File: config.mk
export PLATFORM = sky130hd
export DESIGN_NAME = sws_track
export DESIGN_NICKNAME = d
export VERILOG_FILES = /design/src/design/sws_pkg.sv /design/src/design/sws_track.sv
export SDC_FILE = /design/constraint.sdc
export NUM_CORES = 1
export LEC_CHECK = 0
export BUFFER_PORTS_ARGS = -buffer_cell sky130_fd_sc_hd__buf_2
export CORE_MARGIN = 5
export CORE_UTILIZATION = 38
export CTS_BUF_LIST = sky130_fd_sc_hd__clkbuf_2
export DETAILED_ROUTE_END_ITERATION = 10
export MAX_ROUTING_LAYER = met4
export PLACE_DENSITY = 0.62
export SYNTH_ARGS = -nofsm -noshare
export SYNTH_HDL_FRONTEND = slang
export SYNTH_SLANG_ARGS = --single-unit
File: constraint.sdc
create_clock -name clock -period 9.95 [get_ports clock]
set_input_delay 1.99 -clock clock [delete_from_list [all_inputs] [get_ports clock]]
set_output_delay 1.99 -clock clock [all_outputs]
set_load 0.02 [all_outputs]
File: src/design/sws_pkg.sv
package sws_pkg;

   localparam int SAMPLE_W = 16;
   localparam int SUM_OUT_W = 26;
   localparam int INDEX_W = 16;
   localparam int WIN_CFG_W = 11;

   typedef struct packed {
      logic signed [SAMPLE_W-1:0] sample;
      logic                       last_sample;
   } req_type;

   typedef struct packed {
      logic signed [SUM_OUT_W-1:0] best_sum;
      logic [INDEX_W-1:0]          first_start;
      logic [INDEX_W-1:0]          last_start;
      logic                        too_short;
   } rsp_type;

   // control of the item held between the front end and the tracker
   typedef struct packed {
      logic valid;
      logic last;
   } item_ctl_type;

endpackage

File: src/design/sws_track.sv
module sws_track #(
   parameter int MAX_WINDOW = 1024,
   parameter int LW = $clog2(MAX_WINDOW + 1),
   parameter int PW = 16,
   parameter int SW = sws_pkg::SAMPLE_W + $clog2(MAX_WINDOW)
) (
   input  logic                                clock,
   input  logic                                reset,
   input  sws_pkg::item_ctl_type               item_ctl,
   input  logic signed [sws_pkg::SAMPLE_W-1:0] item_sample,
   input  logic signed [sws_pkg::SAMPLE_W-1:0] item_old,
   input  logic [PW-1:0]                       item_pos,
   input  logic [LW-1:0]                       item_len,
   output logic                                item_take,
   output logic                                rsp_valid,
   input  logic                                rsp_ready,
   output sws_pkg::rsp_type                    rsp_data
);
   import sws_pkg::*;

   localparam int CW = ((PW > LW) ? PW : LW) + 1;
   localparam int EW = ((SW > SUM_OUT_W) ? SW : SUM_OUT_W) + 1;
   localparam logic signed [EW-1:0] SAT_HI = EW'((64'sd1 <<< (SUM_OUT_W - 1)) - 64'sd1);
   localparam logic signed [EW-1:0] SAT_LO = EW'(-(64'sd1 <<< (SUM_OUT_W - 1)));

   logic signed [SW-1:0] sum_ff, sum_in, best_ff, best_in, sum_new, old_term;
   logic [INDEX_W-1:0]   first_ff, first_in, last_ff, last_in, start;
   logic [CW-1:0]        pos_x, len_x;
   logic                 in_fill, at_full, short_seq;
   logic signed [EW-1:0] best_x;
   logic                 rsp_valid_ff, rsp_valid_in;
   rsp_type              rsp_ff, rsp_in;

   assign item_take = item_ctl.valid && (!item_ctl.last || !rsp_valid_ff || rsp_ready);

   assign pos_x = CW'(item_pos);
   assign len_x = CW'(item_len);
   assign in_fill = pos_x < len_x;
   assign at_full = (pos_x + CW'(1)) == len_x;
   assign short_seq = (pos_x + CW'(1)) < len_x;
   assign start = INDEX_W'(pos_x - len_x + CW'(1));

   // while the window fills nothing drops out of it
   assign old_term = in_fill ? '0 : SW'(item_old);
   assign sum_new = sum_ff + SW'(item_sample) - old_term;

   always_comb begin
      sum_in = sum_ff;
      best_in = best_ff;
      first_in = first_ff;
      last_in = last_ff;
      if (item_take) begin
         sum_in = sum_new;
         if (in_fill) begin
            if (at_full) begin
               best_in = sum_new;
               first_in = '0;
               last_in = '0;
            end
         end else if (sum_new > best_ff) begin
            best_in = sum_new;
            first_in = start;
            last_in = start;
         end else if (sum_new == best_ff) begin
            last_in = start;
         end
      end
   end

   assign best_x = EW'(best_in);

   always_comb begin
      rsp_valid_in = rsp_valid_ff;
      rsp_in = rsp_ff;
      if (item_take && item_ctl.last) begin
         rsp_valid_in = 1'b1;
         if (short_seq) begin
            rsp_in = '0;
            rsp_in.too_short = 1'b1;
         end else begin
            if (best_x > SAT_HI) begin
               rsp_in.best_sum = SUM_OUT_W'(SAT_HI);
            end else if (best_x < SAT_LO) begin
               rsp_in.best_sum = SUM_OUT_W'(SAT_LO);
            end else begin
               rsp_in.best_sum = SUM_OUT_W'(best_x);
            end
            rsp_in.first_start = first_in;
            rsp_in.last_start = last_in;
            rsp_in.too_short = 1'b0;
         end
      end else if (rsp_ready) begin
         rsp_valid_in = 1'b0;
      end
   end

   always_ff @(posedge clock) begin
      if (reset) begin
         sum_ff <= '0;
         best_ff <= '0;
         first_ff <= '0;
         last_ff <= '0;
         rsp_valid_ff <= 1'b0;
      end else begin
         // the last item closes the sequence
         if (item_take && item_ctl.last) begin
            sum_ff <= '0;
            best_ff <= '0;
            first_ff <= '0;
            last_ff <= '0;
         end else begin
            sum_ff <= sum_in;
            best_ff <= best_in;
            first_ff <= first_in;
            last_ff <= last_in;
         end
         rsp_valid_ff <= rsp_valid_in;
      end
   end

   always_ff @(posedge clock) begin
      rsp_ff <= rsp_in;
   end

   assign rsp_valid = rsp_valid_ff;
   assign rsp_data = rsp_ff;

endmodule

# Yosys cells after proc, flatten, opt, wreduce, memory -nomap -nowiden
# Index checks and enable logic that the tools add are counted.
# word_totals
reg_bits	144
input_bits	64
output_inout_bits	61
word_cells	50
# classes
addsub	5
n_lt_le_gt_ge	5
n_eq_ne	2
n_mux	19
n_reduce_logical	9
# ops
operator	count
2-to-1 mux 26 bit	6
2-to-1 mux 16 bit	9
adder 26 x 16 -> 26 bit	1
equality test 26 bit	1
greater-than comparator 26 bit	1
greater-than comparator 26 bit, second input constant	1
less-than comparator 26 bit, second input constant	1
subtractor 26 bit	1
2-to-1 mux 25 bit	1
adder 16 x 1 -> 17 bit, second input constant	1
equality test 17 x 11 -> 1 bit	1
less-than comparator 17 x 11 -> 1 bit	1
adder 16 x 1 -> 16 bit, second input constant	1
less-than comparator 16 x 11 -> 1 bit	1
subtractor 16 x 11 -> 16 bit	1
OR reduction 2 bit	2
2-to-1 mux 1 bit	3
logical AND 1 bit	2
zero test 1 bit	2
logical OR 1 bit	2
nonzero test 2 bit	1

# Logic depth before layout (Yosys ltp)
# logic_depth
ltp_word	10
ltp_mapped	33
mapped_depth_nobuf	29

# Worst setup path before layout
# OpenSTA, ideal clock, no wires.
# synth_timing
kind	input port to flip-flop
start	in item_len[6]
end	reg rsp_ff (netlist bit rsp_data[42]), data pin
setup_time_ns	0.266
arrival_time_ns	8.044
required_time_ns	9.684
setup_slack_ns	1.640
path_stages	29
n_path_buf	3
cell_sequence	inv_1 > ha_1 > fa_1 > a311oi_1 > a31oi_1 > clkbuf_1 > clkbuf_1 > and2_1 > fa_1 > inv_1 > ha_1 > o21ai_0 > a2111oi_0 > o21ai_0 > a31o_2 > a21oi_1 > a41oi_1 > xnor2_1 > inv_1 > ha_1 > nand4_1 > nor4_1 > nand4_1 > and3_1 > o211a_1 > nor3_4 > buf_6 > mux2i_1 > nor2_1
# synth_between
elab_chain_cells	10
elab_cells_between_ends	14
cone_classes	add/sub (1); order compare (5); eq/ne (1); mux (7)
# synth_lines
element	line_no	source
from (decl)	sws_track.sv:13	input logic [LW-1:0] item_len,
less-than comparator 16 x 11 -> 1 bit (*)	sws_track.sv:38	assign in_fill = pos_x < len_x;
2-to-1 mux 26 bit (*)	sws_track.sv:44	assign old_term = in_fill ? '0 : SW'(item_old);
subtractor 26 bit (*)	sws_track.sv:45	assign sum_new = sum_ff + SW'(item_sample) - old_term;
net sum_new[25]	sws_track.sv:26	logic signed [SW-1:0] sum_ff, sum_in, best_ff, best_in, sum_new, old_term;
greater-than comparator 26 bit	sws_track.sv:60	end else if (sum_new > best_ff) begin
2-to-1 mux 26 bit	sws_track.sv:60	
2-to-1 mux 26 bit (*)	sws_track.sv:54	if (in_fill) begin
2-to-1 mux 26 bit (*)	sws_track.sv:52	if (item_take) begin
less-than comparator 26 bit	sws_track.sv:83	end else if (best_x < SAT_LO) begin
2-to-1 mux 26 bit	sws_track.sv:83	
2-to-1 mux 25 bit (*)	sws_track.sv:81	if (best_x > SAT_HI) begin
to (signal assigned)	sws_track.sv:122	rsp_ff <= rsp_in;
to (decl)	sws_track.sv:32	rsp_type rsp_ff, rsp_in;
# Mark *: on every way through the listed nets, which the timed path passes. The rest lies on a longest branch.
# A chain may end at the register's enable or synchronous reset.

# Worst setup path in the final report
# layout_timing
start	in item_pos[6]
end	reg rsp_ff (netlist bit rsp_data[49]), data pin
# layout_between
elab_chain_cells	10
elab_cells_between_ends	15
cone_classes	add/sub (2); order compare (5); eq/ne (1); mux (7)
# layout_lines
element	line_no	source
from (decl)	sws_track.sv:12	input logic [PW-1:0] item_pos,
less-than comparator 16 x 11 -> 1 bit (*)	sws_track.sv:38	
2-to-1 mux 26 bit (*)	sws_track.sv:44	
subtractor 26 bit (*)	sws_track.sv:45	
net sum_new[25]	sws_track.sv:26	
greater-than comparator 26 bit	sws_track.sv:60	
2-to-1 mux 26 bit	sws_track.sv:60	
2-to-1 mux 26 bit (*)	sws_track.sv:54	
2-to-1 mux 26 bit (*)	sws_track.sv:52	
less-than comparator 26 bit	sws_track.sv:83	
2-to-1 mux 26 bit	sws_track.sv:83	
2-to-1 mux 25 bit (*)	sws_track.sv:81	
# Marked as above.

==> out/results.ini <==
[outcome]
outcome=finished, final reports clean

[logic_synthesis]
synth_mux_area_frac=0.0339
synth_top_area_frac=0.176
synth_flop_cell=dfxtp_1
synth-edff-count=59
synth_top_family_by_area=adder cells
yosys_warnings=0
avgSynthCellArea_sq_um=8.69
synth.area.top_cells=edfxtp_1 18%, dfxtp_1 17%, ha_1 12%
synth_compound_area_frac=0.166
synth_xor_xnor_area_share=0.0321
synthCells=1160
yosys.area_share.simple=0.161
ys_seq_elements=144
synth_top_area_cell=edfxtp_1
synthAdderAreaFrac=0.184
synth_seq_area_share=0.345
netlist_area_sq_um=10100
async_flop_share=0
syn-num-nets=1354
ys_types=61

[clock_tree]
cts_num_sinks=144
cts_setup_buffers=0
cts_resized=0
cts-root-buf=clkbuf_2
cts_hold_buf=0
h-tree-depth=4
clk_pin_slew_ps=230
clock_latency_ps=760
cts_tree=done
numCtsBuffers=17
cts_buffer_depth=2

[sta]
tns_ps=0
fmax_mhz=115
skew_ps=49.2
fin_crit_sh=0.876
slew_headroom=0.380
whs_ps=469
finalSetupViolCount=0
post-route-min-period_ps=8710
postLayoutSetupSlackWorst_ps=1240
max_slew.worst_pin.slew_ps=928
maxSlewViolCount=0
hold_violations=0
rsz0062_at_grt=false

[routing]
detail-route-antenna-nets=0
dr.pass1.iters=5
wl_per_cell_um=15.5
met1_length_um=12100
post-route-drc-count=0
top_layer_used=met4
wl_met2_um=11600
vias=8296
vias_per_cell=5.12
wl_um=25200
wl_met3_um=940
drt_iter0_markers=588

[cells_and_area]
n_fill_cell=2639
layout_commonest_cell=inv_1
drive_gt1_frac=0.143
area_growth_pct=12.4
final-instance-count-excl-fill=1620
final_nets=1465
final_cell_mix=159 x inv_1, 137 x nor2_1, 124 x buf_2
fin_area_sq_um=11300

[place]
dp_hpwl_um=18700
dpl_worst_slack_ps=633
place_inst=1587
postPlaceCellArea_sq_um=11000
numPortBuffers=124
routabilityCongestion=0.918

[power_and_ir_drop]
p_per_area_nw_per_um2=299
ir_worst_vdd_mv=0.222
seqPwrFrac=0.288
power.switching_w=0.00159
pwr-share-clk=0.121
p_leak_nw=5.20
internal_power_w=0.00180
switching_share=0.470
p_comb_frac=0.591

[grt]
grt_pass1_vias=8304
grt_pass1_wl_um=42100
grt_overflow=0
grt_max_degree=70
antenna_found_initial=1
grtUsageTotal=0.174

[floorplanning]
initial_core_util=0.387
die_w_um=173
core_area_sq_um=26100
ios=125
row_count=59
dieArea_sq_um=29900
fp.dieH_um=173

[critical_path]
cpLargestDelayFamily=compound AO/OA/AOI/OAI gates
endpoint_kind=flip-flop
crit_required_ps=10450
slowest_stage=fa_1
path_class=in -> reg
start_kind=input pin
crit_fanout=29
worstPathArrival_ps=9210
crit_buf_inv=5
path_common_cell=ha_1
critPathMaxStageDelay_ps=480

[run]
max_cap_viol_count=0

[hold_path]
min_path_type=reg -> reg

logic make-up after synthesis:
group,Yosys count
buffers and inverters,204
DFF,144
and+or+nand+nor,354
AOI/OAI and AO/OA,257
adders and majority gates,130
xor gates and xnor gates,37
muxes,34
power groups by stage:
stage | sequential [W] | combinational [W] | clock (W)
CTS | 0.000977 | 0.00201 | 0.000422
global route | 0.000998 | 0.00227 | 0.000446
finish | 0.000975 | 0.00200 | 0.000410
floorplan | 0.00106 | 0.00142 | 0
global placement | 0.000989 | 0.00197 | 0
detailed placement | 0.000990 | 0.00199 | 0
cell usage after synthesis, drive strengths merged (5+ instances only):
| library cell | instances |
|---|---|
| a211oi | 24 |
| a21boi | 11 |
| a21o | 12 |
| a21oi | 69 |
| a31oi | 5 |
| a32o | 6 |
| and2 | 24 |
| and4 | 5 |
| buf | 6 |
| clkbuf | 37 |
| dfxtp | 85 |
| edfxtp | 59 |
| fa | 30 |
| ha | 100 |
| inv | 161 |
| mux2i | 33 |
| nand2 | 106 |
| nand2b | 8 |
| nand3 | 14 |
| nand4 | 17 |
| nor2 | 137 |
| nor2b | 6 |
| nor3 | 16 |
| nor4 | 8 |
| o211ai | 22 |
| o21a | 8 |
| o21ai | 51 |
| o21bai | 6 |
| o22ai | 11 |
| xnor2 | 23 |
| xor2 | 14 |
metrics by stage:
stage,power (W),util
after floorplan,0.00248,-
after global placement,0.00295,0.423
after detailed placement,0.00298,0.423
after CTS,0.00341,0.435
after global routing,0.00372,0.435
final,0.00339,0.435
layout make-up:
cell class,instances,area (sq um),area share
multi-input cells,812,5830,0.515
flip-flops and latches,144,3470,0.307
repair buffers,135,703,0.0621
inverters,161,604,0.0534
well taps,335,419,0.0370
clock inverters,15,211,0.0187
clock buffers,17,85.1,0.00751
diodes,1,2.50,0.000221
registers in the layout (all words and copies together), names as in the netlist:
signal	cells
rsp_valid	1
best_ff	26
rsp_data	59
last_ff	16
first_ff	16
sum_ff	26
final timing paths:
| check | depth (start not counted) | startpoint | slack (ps) | to |
|---|---|---|---|---|
| setup / recovery | 28 | item_pos[6] | 1240 | rsp_data[49] |
| hold / removal | 2 | sum_ff[15] | 470 | sum_ff[15] |
| setup reg to reg | 22 | sum_ff[6] | 3770 | rsp_data[49] |
| hold reg to reg | 2 | sum_ff[15] | 470 | sum_ff[15] |
worst register-to-register path, delay by kind of cell (launching register included):
| family | cells | cell delay (ps) |
|---|---|---|
| AOI/OAI and AO/OA | 7 | 1790 |
| and+or+nand+nor | 6 | 1270 |
| adders and majority gates | 3 | 1210 |
| buffers and inverters | 4 | 630 |
| DFF | 1 | 380 |
| muxes | 1 | 340 |
| xor gates and xnor gates | 1 | 300 |
layer usage:
metal  GRT usage  vias up
met5           -        -
met4      0.0511        0
met3      0.0255       27
met2       0.280      186
met1       0.230     3887
li1            -     4196
(Power assumes the default switching activity.)
